**config.mk**
```make
export PLATFORM = sky130hd
export DESIGN_NAME = key_debounce_press_classifier_core_flat
export DESIGN_NICKNAME = d
export VERILOG_FILES = /design/src/rtl/kdpc_pkg.sv /design/src/rtl/kdpc_in_if.sv /design/src/rtl/kdpc_out_if.sv /design/src/rtl/kdpc_key.sv /design/src/rtl/key_debounce_press_classifier_core.sv /design/src/flat_wrapper.sv
export SDC_FILE = /design/constraint.sdc
export NUM_CORES = 1
export LEC_CHECK = 0
export ABC_CLOCK_PERIOD_IN_PS = 3500
export BUFFER_PORTS_ARGS = -buffer_cell sky130_fd_sc_hd__buf_4
export CAP_MARGIN = 10
export CORE_MARGIN = 2
export CORE_UTILIZATION = 48
export CTS_BUF_LIST = sky130_fd_sc_hd__clkbuf_8
export DETAILED_ROUTE_END_ITERATION = 12
export GPL_TIMING_DRIVEN = 0
export PLACE_DENSITY = 0.67
export RECOVER_POWER = 25
export SLEW_MARGIN = 20
export SYNTH_ARGS = -nofsm -noshare
export SYNTH_HDL_FRONTEND = slang
export SYNTH_SLANG_ARGS = --single-unit
```
**constraint.sdc**
```tcl
create_clock -name clk -period 3.5 [get_ports clk]
set_input_delay 0.35 -clock clk [delete_from_list [all_inputs] [get_ports clk]]
set_output_delay 0.35 -clock clk [all_outputs]
set_load 0.02 [all_outputs]
```
**src/rtl/kdpc_pkg.sv**
```systemverilog
// Package with the shared types, constants and codes of the key debounce classifier.
`timescale 1ns / 1ps

package kdpc_pkg;

  // Number of keys handled, and the width of one key's event code.
  localparam int NUM_KEYS = 3;
  localparam int EVENT_W  = 8;

  // Configuration port geometry.
  localparam int CFG_INDEX_W = 3;
  localparam int CFG_DATA_W  = 8;

  typedef logic [7:0]         tick_count_t;
  typedef logic [EVENT_W-1:0] key_event_t;

  // Register indexes on the configuration port.
  localparam logic [CFG_INDEX_W-1:0] CFG_DEBOUNCE_TICKS    = 3'd0;
  localparam logic [CFG_INDEX_W-1:0] CFG_SHORT_HOLD_LIMIT  = 3'd1;
  localparam logic [CFG_INDEX_W-1:0] CFG_MEDIUM_HOLD_LIMIT = 3'd2;
  localparam logic [CFG_INDEX_W-1:0] CFG_LONG_HOLD_LIMIT   = 3'd3;
  localparam logic [CFG_INDEX_W-1:0] CFG_MAX_HOLD_TICKS    = 3'd4;

  // Register values after reset.
  localparam tick_count_t RST_DEBOUNCE_TICKS    = 8'd15;
  localparam tick_count_t RST_SHORT_HOLD_LIMIT  = 8'd46;
  localparam tick_count_t RST_MEDIUM_HOLD_LIMIT = 8'd78;
  localparam tick_count_t RST_LONG_HOLD_LIMIT   = 8'd156;
  localparam tick_count_t RST_MAX_HOLD_TICKS    = 8'd187;

  // Counters saturate at this value.
  localparam tick_count_t COUNT_MAX = 8'hFF;

  // Event codes: held thresholds, and the release mark with its class.
  localparam key_event_t EVT_NONE        = 8'h00;
  localparam key_event_t EVT_HELD_SHORT  = 8'h01;
  localparam key_event_t EVT_HELD_MEDIUM = 8'h02;
  localparam key_event_t EVT_HELD_LONG   = 8'h03;
  localparam key_event_t EVT_RELEASED    = 8'h80;
  localparam key_event_t CLASS_SHORT     = 8'h01;
  localparam key_event_t CLASS_MEDIUM    = 8'h02;
  localparam key_event_t CLASS_LONG      = 8'h03;
  localparam key_event_t CLASS_BEYOND    = 8'h04;

  // Configuration register set, shared by all keys.
  typedef struct packed {
    tick_count_t debounce_ticks;
    tick_count_t short_hold_limit;
    tick_count_t medium_hold_limit;
    tick_count_t long_hold_limit;
    tick_count_t max_hold_ticks;
  } kdpc_cfg_t;

  // Per-item control sent to every key cell.
  typedef struct packed {
    logic step;
    logic clear;
    logic tick_fast;
    logic tick_slow;
  } kdpc_ctl_t;

  // State of one key as it stands after the current item.
  typedef struct packed {
    logic       pressed;
    logic       changed;
    key_event_t key_event;
  } kdpc_key_view_t;

endpackage

```
**src/rtl/kdpc_in_if.sv**
```systemverilog
// Input channel interface: raw pin levels and request bits with valid/ready.
`timescale 1ns / 1ps

interface kdpc_in_if;
  import kdpc_pkg::*;

  logic                valid;
  logic                ready;
  logic [NUM_KEYS-1:0] pin_levels;
  logic                tick_fast;
  logic                tick_slow;
  logic                clear_flags;

  modport source (
    output valid, pin_levels, tick_fast, tick_slow, clear_flags,
    input  ready
  );

  modport sink (
    input  valid, pin_levels, tick_fast, tick_slow, clear_flags,
    output ready
  );

endinterface

```
**src/rtl/kdpc_out_if.sv**
```systemverilog
// Output channel interface: debounced states, change flags and events with valid/ready.
`timescale 1ns / 1ps

interface kdpc_out_if;
  import kdpc_pkg::*;

  logic                        valid;
  logic                        ready;
  logic [NUM_KEYS-1:0]         stable_pressed;
  logic [NUM_KEYS-1:0]         change_flags;
  logic [EVENT_W*NUM_KEYS-1:0] key_events;

  modport source (
    output valid, stable_pressed, change_flags, key_events,
    input  ready
  );

  modport sink (
    input  valid, stable_pressed, change_flags, key_events,
    output ready
  );

endinterface

```
**src/rtl/kdpc_key.sv**
```systemverilog
// Per-key cell: debounce counter, hold timer, change flag and event register.
`timescale 1ns / 1ps

module kdpc_key (
  input  logic                     clk,
  input  logic                     rst,
  input  kdpc_pkg::kdpc_ctl_t      ctl,
  input  logic                     pressed_raw,
  input  kdpc_pkg::kdpc_cfg_t      cfg,
  output kdpc_pkg::kdpc_key_view_t view_next
);
  import kdpc_pkg::*;

  logic        stable;
  logic        changed;
  key_event_t  key_event;
  tick_count_t bounce_count;
  tick_count_t hold_time;

  logic        stable_next;
  logic        changed_next;
  key_event_t  key_event_next;
  tick_count_t bounce_count_next;
  tick_count_t hold_time_next;

  logic        changed_clr;
  key_event_t  event_clr;
  tick_count_t count_run;
  tick_count_t hold_inc;
  key_event_t  held_event;
  key_event_t  release_class;

  // Clear, then the fast-tick debounce, then the slow-tick hold timing.
  always_comb begin
    changed_clr = ctl.clear ? 1'b0 : changed;
    event_clr   = ctl.clear ? EVT_NONE : key_event;

    // The debounce counter runs while the raw level differs from the stable one.
    if (pressed_raw != stable) begin
      count_run = (bounce_count != COUNT_MAX) ? bounce_count + 8'd1 : bounce_count;
    end else begin
      count_run = '0;
    end

    stable_next       = stable;
    changed_next      = changed_clr;
    bounce_count_next = bounce_count;
    if (ctl.tick_fast) begin
      if (count_run >= cfg.debounce_ticks) begin
        stable_next       = pressed_raw;
        changed_next      = 1'b1;
        bounce_count_next = '0;
      end else begin
        bounce_count_next = count_run;
      end
    end

    // Hold time saturates one above the maximum, and never wraps.
    if (hold_time <= cfg.max_hold_ticks && hold_time != COUNT_MAX) begin
      hold_inc = hold_time + 8'd1;
    end else begin
      hold_inc = hold_time;
    end

    // An exact threshold match while held; the first one wins.
    priority if (hold_inc == cfg.short_hold_limit) begin
      held_event = EVT_HELD_SHORT;
    end else if (hold_inc == cfg.medium_hold_limit) begin
      held_event = EVT_HELD_MEDIUM;
    end else if (hold_inc == cfg.long_hold_limit) begin
      held_event = EVT_HELD_LONG;
    end else begin
      held_event = event_clr;
    end

    // Release class: the first threshold that the hold time does not exceed.
    priority if (hold_time <= cfg.short_hold_limit) begin
      release_class = CLASS_SHORT;
    end else if (hold_time <= cfg.medium_hold_limit) begin
      release_class = CLASS_MEDIUM;
    end else if (hold_time <= cfg.long_hold_limit) begin
      release_class = CLASS_LONG;
    end else begin
      release_class = CLASS_BEYOND;
    end

    key_event_next = event_clr;
    hold_time_next = hold_time;
    if (ctl.tick_slow) begin
      if (stable_next) begin
        hold_time_next = hold_inc;
        key_event_next = held_event;
      end else begin
        hold_time_next = '0;
        if (hold_time != '0) begin
          key_event_next = EVT_RELEASED | release_class;
        end
      end
    end
  end

  assign view_next = '{pressed: stable_next, changed: changed_next, key_event: key_event_next};

  // Key state advances once per item.
  always_ff @(posedge clk) begin
    if (rst) begin
      stable       <= 1'b0;
      changed      <= 1'b0;
      key_event    <= EVT_NONE;
      bounce_count <= '0;
      hold_time    <= '0;
    end else if (ctl.step) begin
      stable       <= stable_next;
      changed      <= changed_next;
      key_event    <= key_event_next;
      bounce_count <= bounce_count_next;
      hold_time    <= hold_time_next;
    end
  end

`ifndef SYNTHESIS
  // A fast tick with the raw level equal to the stable state leaves the counter at zero.
  assert property (@(posedge clk) disable iff (rst)
    ctl.step && ctl.tick_fast && (pressed_raw == stable) |=> bounce_count == '0)
    else $error("debounce counter not restarted on matching level");

  // A slow tick on a released key always clears the hold time.
  assert property (@(posedge clk) disable iff (rst)
    ctl.step && ctl.tick_slow && !stable_next |=> hold_time == '0)
    else $error("hold time not cleared on release");

  // A clear with no tick leaves neither a change flag nor an event.
  assert property (@(posedge clk) disable iff (rst)
    ctl.step && ctl.clear && !ctl.tick_fast && !ctl.tick_slow
    |=> !changed && key_event == EVT_NONE)
    else $error("clear request did not clear flag and event");

  // Without an item the key state holds.
  assert property (@(posedge clk) disable iff (rst)
    !ctl.step |=> $stable(stable) && $stable(hold_time) && $stable(bounce_count)
                  && $stable(key_event) && $stable(changed))
    else $error("key state moved without an item");
`endif

endmodule

```
**src/rtl/key_debounce_press_classifier_core.sv**
```systemverilog
// Top level of the key debounce and press-length classifier.
`timescale 1ns / 1ps

// Channel   Direction  Handshake     Payload
// in_ch     in         valid/ready   pin_levels, tick_fast, tick_slow, clear_flags
// out_ch    out        valid/ready   stable_pressed, change_flags, key_events
// cfg       in         cfg_we        cfg_index, cfg_wdata (no read-back)
//
// One item is taken every cycle while out_ch does not stall. The key cells compute from
// the input register straight into the output register, so an item passes the input register
// and then the output register before its result is offered. Reset is synchronous and
// restores the register defaults and all key state. When out_ch stalls the result
// holds, the input register fills, and in_ch ready falls only once both are occupied.

module key_debounce_press_classifier_core (
  input  logic                                clk,
  input  logic                                rst,
  input  logic                                cfg_we,
  input  logic [kdpc_pkg::CFG_INDEX_W-1:0]    cfg_index,
  input  logic [kdpc_pkg::CFG_DATA_W-1:0]     cfg_wdata,
  kdpc_in_if.sink                             in_ch,
  kdpc_out_if.source                          out_ch
);
  import kdpc_pkg::*;

  kdpc_cfg_t           cfg;

  logic                in_valid_q;
  logic [NUM_KEYS-1:0] pin_q;
  logic                fast_q;
  logic                slow_q;
  logic                clear_q;

  logic                out_valid;
  logic [NUM_KEYS-1:0]         out_pressed;
  logic [NUM_KEYS-1:0]         out_flags;
  logic [EVENT_W*NUM_KEYS-1:0] out_events;

  logic                advance;
  kdpc_ctl_t           ctl;
  kdpc_key_view_t      key_view [NUM_KEYS];

  logic [NUM_KEYS-1:0]         pressed_next;
  logic [NUM_KEYS-1:0]         flags_next;
  logic [EVENT_W*NUM_KEYS-1:0] events_next;

  // Configuration registers.
  always_ff @(posedge clk) begin
    if (rst) begin
      cfg.debounce_ticks    <= RST_DEBOUNCE_TICKS;
      cfg.short_hold_limit  <= RST_SHORT_HOLD_LIMIT;
      cfg.medium_hold_limit <= RST_MEDIUM_HOLD_LIMIT;
      cfg.long_hold_limit   <= RST_LONG_HOLD_LIMIT;
      cfg.max_hold_ticks    <= RST_MAX_HOLD_TICKS;
    end else if (cfg_we) begin
      unique case (cfg_index)
        CFG_DEBOUNCE_TICKS:    cfg.debounce_ticks    <= cfg_wdata;
        CFG_SHORT_HOLD_LIMIT:  cfg.short_hold_limit  <= cfg_wdata;
        CFG_MEDIUM_HOLD_LIMIT: cfg.medium_hold_limit <= cfg_wdata;
        CFG_LONG_HOLD_LIMIT:   cfg.long_hold_limit   <= cfg_wdata;
        CFG_MAX_HOLD_TICKS:    cfg.max_hold_ticks    <= cfg_wdata;
        default: ;
      endcase
    end
  end

  // Handshake: the held item moves on when the output register is free or being taken.
  assign advance      = !out_valid || out_ch.ready;
  assign in_ch.ready  = !in_valid_q || advance;
  assign ctl.step      = in_valid_q && advance;
  assign ctl.clear     = clear_q;
  assign ctl.tick_fast = fast_q;
  assign ctl.tick_slow = slow_q;

  always_ff @(posedge clk) begin
    if (rst) begin
      in_valid_q <= 1'b0;
      out_valid  <= 1'b0;
    end else begin
      if (in_ch.ready) begin
        in_valid_q <= in_ch.valid;
      end
      if (advance) begin
        out_valid <= in_valid_q;
      end
    end
  end

  // Input register captures each transfer.
  always_ff @(posedge clk) begin
    if (in_ch.valid && in_ch.ready) begin
      pin_q   <= in_ch.pin_levels;
      fast_q  <= in_ch.tick_fast;
      slow_q  <= in_ch.tick_slow;
      clear_q <= in_ch.clear_flags;
    end
  end

  // One cell per key; pins are active low.
  for (genvar k = 0; k < NUM_KEYS; k++) begin : g_key
    kdpc_key u_key (
      .clk         (clk),
      .rst         (rst),
      .ctl         (ctl),
      .pressed_raw (!pin_q[k]),
      .cfg         (cfg),
      .view_next   (key_view[k])
    );
  end

  // Gather the per-key views into the result fields.
  always_comb begin
    for (int k = 0; k < NUM_KEYS; k++) begin
      pressed_next[k]                = key_view[k].pressed;
      flags_next[k]                  = key_view[k].changed;
      events_next[EVENT_W*k +: EVENT_W] = key_view[k].key_event;
    end
  end

  // Result register.
  always_ff @(posedge clk) begin
    if (ctl.step) begin
      out_pressed <= pressed_next;
      out_flags   <= flags_next;
      out_events  <= events_next;
    end
  end

  assign out_ch.valid          = out_valid;
  assign out_ch.stable_pressed = out_pressed;
  assign out_ch.change_flags   = out_flags;
  assign out_ch.key_events     = out_events;

endmodule

```
**src/flat_wrapper.sv**
```systemverilog
// flat-port wrapper written by rule: the top's interface ports become plain ports
module key_debounce_press_classifier_core_flat import kdpc_pkg::*;
  (clk, rst, cfg_we, cfg_index, cfg_wdata, in_ch_valid, in_ch_pin_levels, in_ch_tick_fast, in_ch_tick_slow, in_ch_clear_flags, in_ch_ready, out_ch_valid, out_ch_stable_pressed, out_ch_change_flags, out_ch_key_events, out_ch_ready);
  kdpc_in_if in_ch_i ();
  kdpc_out_if out_ch_i ();
  input  logic clk;
  input  logic rst;
  input  logic cfg_we;
  input  logic [kdpc_pkg::CFG_INDEX_W-1:0] cfg_index;
  input  logic [kdpc_pkg::CFG_DATA_W-1:0] cfg_wdata;
  input wire logic [$bits(in_ch_i.valid)-1:0] in_ch_valid;
  input wire logic [$bits(in_ch_i.pin_levels)-1:0] in_ch_pin_levels;
  input wire logic [$bits(in_ch_i.tick_fast)-1:0] in_ch_tick_fast;
  input wire logic [$bits(in_ch_i.tick_slow)-1:0] in_ch_tick_slow;
  input wire logic [$bits(in_ch_i.clear_flags)-1:0] in_ch_clear_flags;
  output wire logic [$bits(in_ch_i.ready)-1:0] in_ch_ready;
  output wire logic [$bits(out_ch_i.valid)-1:0] out_ch_valid;
  output wire logic [$bits(out_ch_i.stable_pressed)-1:0] out_ch_stable_pressed;
  output wire logic [$bits(out_ch_i.change_flags)-1:0] out_ch_change_flags;
  output wire logic [$bits(out_ch_i.key_events)-1:0] out_ch_key_events;
  input wire logic [$bits(out_ch_i.ready)-1:0] out_ch_ready;
  assign in_ch_i.valid = in_ch_valid;
  assign in_ch_i.pin_levels = in_ch_pin_levels;
  assign in_ch_i.tick_fast = in_ch_tick_fast;
  assign in_ch_i.tick_slow = in_ch_tick_slow;
  assign in_ch_i.clear_flags = in_ch_clear_flags;
  assign in_ch_ready = in_ch_i.ready;
  assign out_ch_valid = out_ch_i.valid;
  assign out_ch_stable_pressed = out_ch_i.stable_pressed;
  assign out_ch_change_flags = out_ch_i.change_flags;
  assign out_ch_key_events = out_ch_i.key_events;
  assign out_ch_i.ready = out_ch_ready;
  key_debounce_press_classifier_core u_core (.clk(clk), .rst(rst), .cfg_we(cfg_we), .cfg_index(cfg_index), .cfg_wdata(cfg_wdata), .in_ch(in_ch_i), .out_ch(out_ch_i));
endmodule
```
## After elaboration in Yosys (flattened, before gate mapping)

Index checks and enable logic that the tools add are counted.

- Output and inout bits: 32
- Register bits after elaboration: 156

- Add/subtract/negate cells: 6
- Multiplexer cells: 60
- Reductions and logical operators: 23
- Order comparisons: 15
- Equality and inequality tests: 22

Operators with widths:

| kind | number |
|---|---|
| 8-bit 2-to-1 mux | 36 |
| 8-bit <= comparator | 12 |
| 8-bit == test | 9 |
| 8-bit by 1-bit adder with 8-bit output (second input constant) | 6 |
| 8-bit inequality test (second input constant) | 6 |
| 3-bit 2-to-1 mux | 9 |
| 8-bit >= comparator | 3 |
| 8-bit nonzero test | 3 |
| 1-bit 2-to-1 mux | 15 |
| 2-bit AND reduction | 7 |
| 3-bit by 2-bit == test with 1-bit output (second input constant) | 2 |
| 1-bit logical AND | 5 |
| 1-bit zero test | 5 |
| 3-bit by 1-bit == test with 1-bit output (second input constant) | 1 |
| 3-bit == test (second input constant) | 1 |
| 3-bit zero test | 1 |
| 1-bit inequality test | 3 |
| 1-bit logical OR | 2 |

## Longest topological paths before layout

- Depth after elaboration: 9
- Mapped depth: 20

## Modules after synthesis

Synthesis repeated with hierarchy kept, for this count alone.

- Cell total of the unflattened synthesis: 1427
- Area, all modules: 12081.6 um2

By module, submodules not included:

| module | area each (um2) | times used | cells an instance | seq. area each (um2) |
|---|---|---|---|---|
| kdpc_key (u_core.g_key[1].u_key) | 3176.8 | 1 | 413 | 520.5 |
| kdpc_key (u_core.g_key[2].u_key) | 3090.5 | 1 | 411 | 520.5 |
| kdpc_key (u_core.g_key[0].u_key) | 3034.2 | 1 | 401 | 520.5 |
| key_debounce_press_classifier_core | 2780.2 | 1 | 202 | 1921.8 |

## Worst setup path before layout

No wires, ideal clock.

- Path type: register -> register
- Start point: register u_core.g_key[2].u_key.bounce_count[0]
- End point: register u_core.g_key[2].u_key.key_event[2]
- Stages on the path, launching flop included: 18
- Clock period less this slack: 3.804 ns
- Path slack: -0.304 ns
- Required time: 3.412 ns
- Setup time: 0.088 ns
- Arrival time: 3.716 ns
- Path through: dfxtp_1 > ha_1 > nand2_1 > nor2_1 > nand3_1 > a21oi_1 > ha_1 > a21o_1 > a2111oi_0 > o21ai_1 > o211ai_2 > or2_2 > nor2_1 > a21oi_1 > inv_1 > nor3_1 > and4b_1 > nor4_2

- Longest elaborated chain between the ends: 8

RTL lines:

| what | RTL line | text |
|---|---|---|
| start, declared | kdpc_key.sv:17 | `tick_count_t bounce_count;` |
| start signal, assigned | kdpc_key.sv:116 | `bounce_count <= bounce_count_next;` |
| 8-bit by 1-bit adder with 8-bit output / 8-bit inequality test (equally long branches) | kdpc_key.sv:40 | `count_run = (bounce_count != COUNT_MAX) ? bounce_count + 8'd1 : bounce_count;` |
| 8-bit 2-to-1 mux (*) | kdpc_key.sv:40 |  |
| 8-bit 2-to-1 mux (*) | kdpc_key.sv:39 | `if (pressed_raw != stable) begin` |
| 8-bit >= comparator (*) | kdpc_key.sv:49 | `if (count_run >= cfg.debounce_ticks) begin` |
| 1-bit 2-to-1 mux (*) | kdpc_key.sv:49 |  |
| 1-bit 2-to-1 mux (*) | kdpc_key.sv:48 | `if (ctl.tick_fast) begin` |
| via u_core.g_key[2].u_key.stable_next | kdpc_key.sv:20 | `logic stable_next;` |
| 8-bit 2-to-1 mux (*) | kdpc_key.sv:90 | `if (stable_next) begin` |
| 8-bit 2-to-1 mux (*) | kdpc_key.sv:89 | `if (ctl.tick_slow) begin` |
| end signal, assigned | kdpc_key.sv:115 | `key_event <= key_event_next;` |
| end, declared | kdpc_key.sv:16 | `key_event_t key_event;` |

The timed path passes the listed nets; every way through them passes the cells marked *.
A chain may end at the register's enable or synchronous reset.

## Worst setup path in the final report

- Start point: register, netlist name u_core.cfg[26]
- End point: register u_core.g_key[0].u_key.key_event[0]

- Longest elaborated chain between the ends: 5

RTL lines:

| what | RTL line | text |
|---|---|---|
| 8-bit <= comparator | kdpc_key.sv:77 | `priority if (hold_time <= cfg.short_hold_limit) begin` |
| 3-bit 2-to-1 mux | kdpc_key.sv:77 |  |
| 8-bit 2-to-1 mux | kdpc_key.sv:95 | `if (hold_time != '0) begin` |
| 8-bit 2-to-1 mux (*) | kdpc_key.sv:90 |  |
| 8-bit 2-to-1 mux (*) | kdpc_key.sv:89 |  |
| end signal, assigned | kdpc_key.sv:115 |  |
| end, declared | kdpc_key.sv:16 |  |

Every way passes the cells marked *; elsewhere a longest branch is shown, timed or not.

==> results.txt <==
Total die area: 26800 um^2
DR vias: 13100
Max-cap violations: 0
Area contributors post-synth: dfxtp_1 (20%), ha_1 (13%), edfxtp_1 (8.8%)
VDD IR max: 0.000188 V
CTS tree: yes
Critical path class: reg2reg
Initial antenna violation count: 1
Pin count of the biggest net entering global routing: 27
Sequential share of the synthesized area: 28.4%
Die Span X: 164 um
Port Buffer Count: 52
CTS Buf Count: 17
Post-layout min period: 3720 ps
DR vias/cell: 6.48
Root Driver: clkbuf_8
Total core area: 25100 um^2
Main synth FF type: dfxtp_1
Slew Viols, Final: 0
Max H-tree Level: 4
WP data arrival: 4110 ps
Yosys reg bits: 156
Post-Syn Area: 12300 um^2
Layout area overhead: 26.5%
Syn Nets: 1671
Drt initial violations: 1396
Mapped Cells: 1520
Ports: 54
Routed WL: 48300 um
Fin worst setup slack: -220 ps
Final Cycle Share: 106%
Yosys top cell by area: dfxtp_1
RSZ-0062 raised after global routing: yes
Routability cong.: 1.03
Post-synth top area share: 19.6%
GRT Resource Usage Total: 35.2%
Footprint of the multi-input gates: 9410 um^2
Critical path peak fanout: 7
Async set-reset flop share out of synthesis: 0%
DP HPWL: 34100 um
Skew-Pair Late Insertion Delay: 490 ps
Worst Hold Class: in2reg
Worst EP required: 3890 ps
Run status: finished, violations left
Violated checks: setup timing
Fmax: 269 MHz
TNS Setup: -3730 ps
Worst Setup End Kind: register
LEAKAGE: 6.16 nW
Final setup viols: 37
Die height: 164 um
# fillers: 2255
Pwr Density: 248 nW/um^2
Final Hold Viols: 0
Avg WL per Cell: 23.9 um
Avg Cell Area, Syn: 8.07 um^2
Initial DRT Pass Iterations: 7
Initial Util: 48.8%
Vias in the first global route: 11800
Antenna Violating Nets Remaining: 0
# DRC: 0
Startpoint Class: register
Number of flops mapped to enable cells by yosys: 36
FF/Latch Area: 3550 um^2
Place WS: -884 ps
Clk slew on worst S/H paths: 120 ps
NumNets Final: 1824
Clk buf depth: 2
Share of layout cells above drive strength 1: 24.2%
Tightest Pin Transition: 1280 ps
Post-Route Utilization: 61.8%
Synth warnings: 0
Num rows: 58
Grt total ovfl: 0
First-pass GRT wire length: 70900 um
Slew headroom: 13.8%
Skew final: 16.5 ps
Post-synthesis cell type count: 105
Clock Sinks: 156
repair_timing:
item                                    4_1_cts  5_1_grt
cloned                                        1        2
endpoints found under the setup margin       87       88
setup buffers                                37       48
hold buffers                                  0        0
resized for setup                           142      153
pin swaps                                    40       93
placed cells by master, fill, tap and decap left out, types with 13 or more instances in the layout:
master,Yosys,layout
nand2_1,157,153
nor2_1,132,118
ha_1,129,114
buf_4,2,111
a21oi_1,119,110
dfxtp_1,120,91
nand3_1,82,71
clkbuf_1,53,60
inv_1,70,57
o21ai_0,57,52
nor3_1,46,39
edfxtp_1,36,36
xnor2_1,36,34
a21o_1,24,24
and3_1,26,24
xor2_1,28,24
nand4_1,23,23
a22oi_1,22,21
nand3b_1,20,20
nor2b_1,19,18
dfxtp_2,0,18
clkbuf_8,0,17
nand2b_1,18,16
buf_6,3,16
a31oi_1,20,15
ha_4,0,14
o22ai_1,14,13
mux2i_1,14,13
cells by family (layout without fill, tap and decap cells):
| group | Yosys count | count (layout) | synth area share, % |
|---|---|---|---|
| compound gates | 396 | 397 | 22.1 |
| xor+xnor | 66 | 66 | 4.89 |
| flops | 156 | 156 | 28.4 |
| mux | 16 | 16 | 1.33 |
| simple gates | 605 | 605 | 25.1 |
| buf+inv | 152 | 317 | 5.03 |
| fa+ha+maj | 129 | 129 | 13.2 |
| other cells | 0 | 1 | 0 |
state kept, by name, indices dropped and copies added (netlist names):
register / count
u_core.g_key.u_key.key_event: 24
u_core.g_key.u_key.changed: 3
u_core.in_valid_q: 1
u_core.out_ch.stable_pressed: 3
u_core.out_ch.change_flags: 3
u_core.g_key.u_key.bounce_count: 24
u_core.cfg: 40
u_core.pin_q: 3
u_core.fast_q: 1
u_core.slow_q: 1
u_core.g_key.u_key.hold_time: 24
u_core.g_key.u_key.stable: 3
u_core.out_ch.key_events: 24
u_core.out_ch.valid: 1
u_core.clear_q: 1
critical path: stages, from the launching register on:
cell,delay [ps]
dfxtp_1,330
clkbuf_1,490
inv_1,450
ha_1,440
nand3_1,70
o311ai_0,1030
o22ai_1,220
nand3_1,140
o21ai_0,150
o41ai_2,310
per-layer routing:
metal,GRT usage [%],vias up,part of all wire [%]
met3,6.97,150,10
met4,16.8,0,5.3
met1,48.1,6280,41
met2,53.2,724,43
li1,-,5913,-
met5,0,-,0
final timing paths:
check,cells past startpoint,endpoint,startpoint,slack (ps)
worst max register to register,9,u_core.g_key[0].u_key.key_event[0],u_core.cfg[26],-220
worst max-delay path,9,u_core.g_key[0].u_key.key_event[0],u_core.cfg[26],-220
worst min-delay path,1,u_core.clear_q,in_ch_clear_flags,60
worst min register to register,2,u_core.cfg[39],u_core.cfg[39],460
where the power goes:
part | total (mW) | switching [mW] | internal, mW
Combinational | 0.421 | 0.285 | 0.135
Sequential | 1.91 | 0.0425 | 1.87
Clock | 1.52 | 0.902 | 0.616
cell type report:
cell class,count,share of cell area [%]
diodes,1,0.0161
plain buffers,76,2.56
clock buffers,17,1.51
clock inverters,15,1.26
inverters,71,1.82
multi-input cells,1213,60.6
flip-flops and latches,156,22.9
well taps,330,2.66
repair buffers,138,6.68
synthesized netlist by cell type (all sizes together), types with 8 or more instances:
cell    number
a211o        8
a211oi      15
a21o        24
a21oi      121
a22oi       22
a31oi       21
and2        14
and3        26
buf         28
clkbuf      53
dfxtp      120
edfxtp      36
ha         129
inv         71
mux2i       14
nand2      158
nand2b      18
nand3       83
nand3b      20
nand4       26
nor2       134
nor2b       20
nor3        51
nor3b        8
nor4        15
o211ai      13
o21a        13
o21ai       67
o22ai       15
or4          8
xnor2       37
xor2        28
through the flow:
step / hold WS [ps] / cell area [um^2] / total power [mW] / cells
6_report: 61.1 / 15500 / 3.85 / 2017
5_1_grt: 45.0 / 15500 / 3.96 / 2016
4_1_cts: 19.9 / 14400 / 3.84 / 1968
3_5_place_dp: 439 / 13100 / 2.34 / 1903
3_3_place_gp: 434 / 13100 / 2.33 / 1902
2_1_floorplan: 421 / 12300 / 2.16 / 1520
No activity file was read; power rests on OpenSTA's default activity.
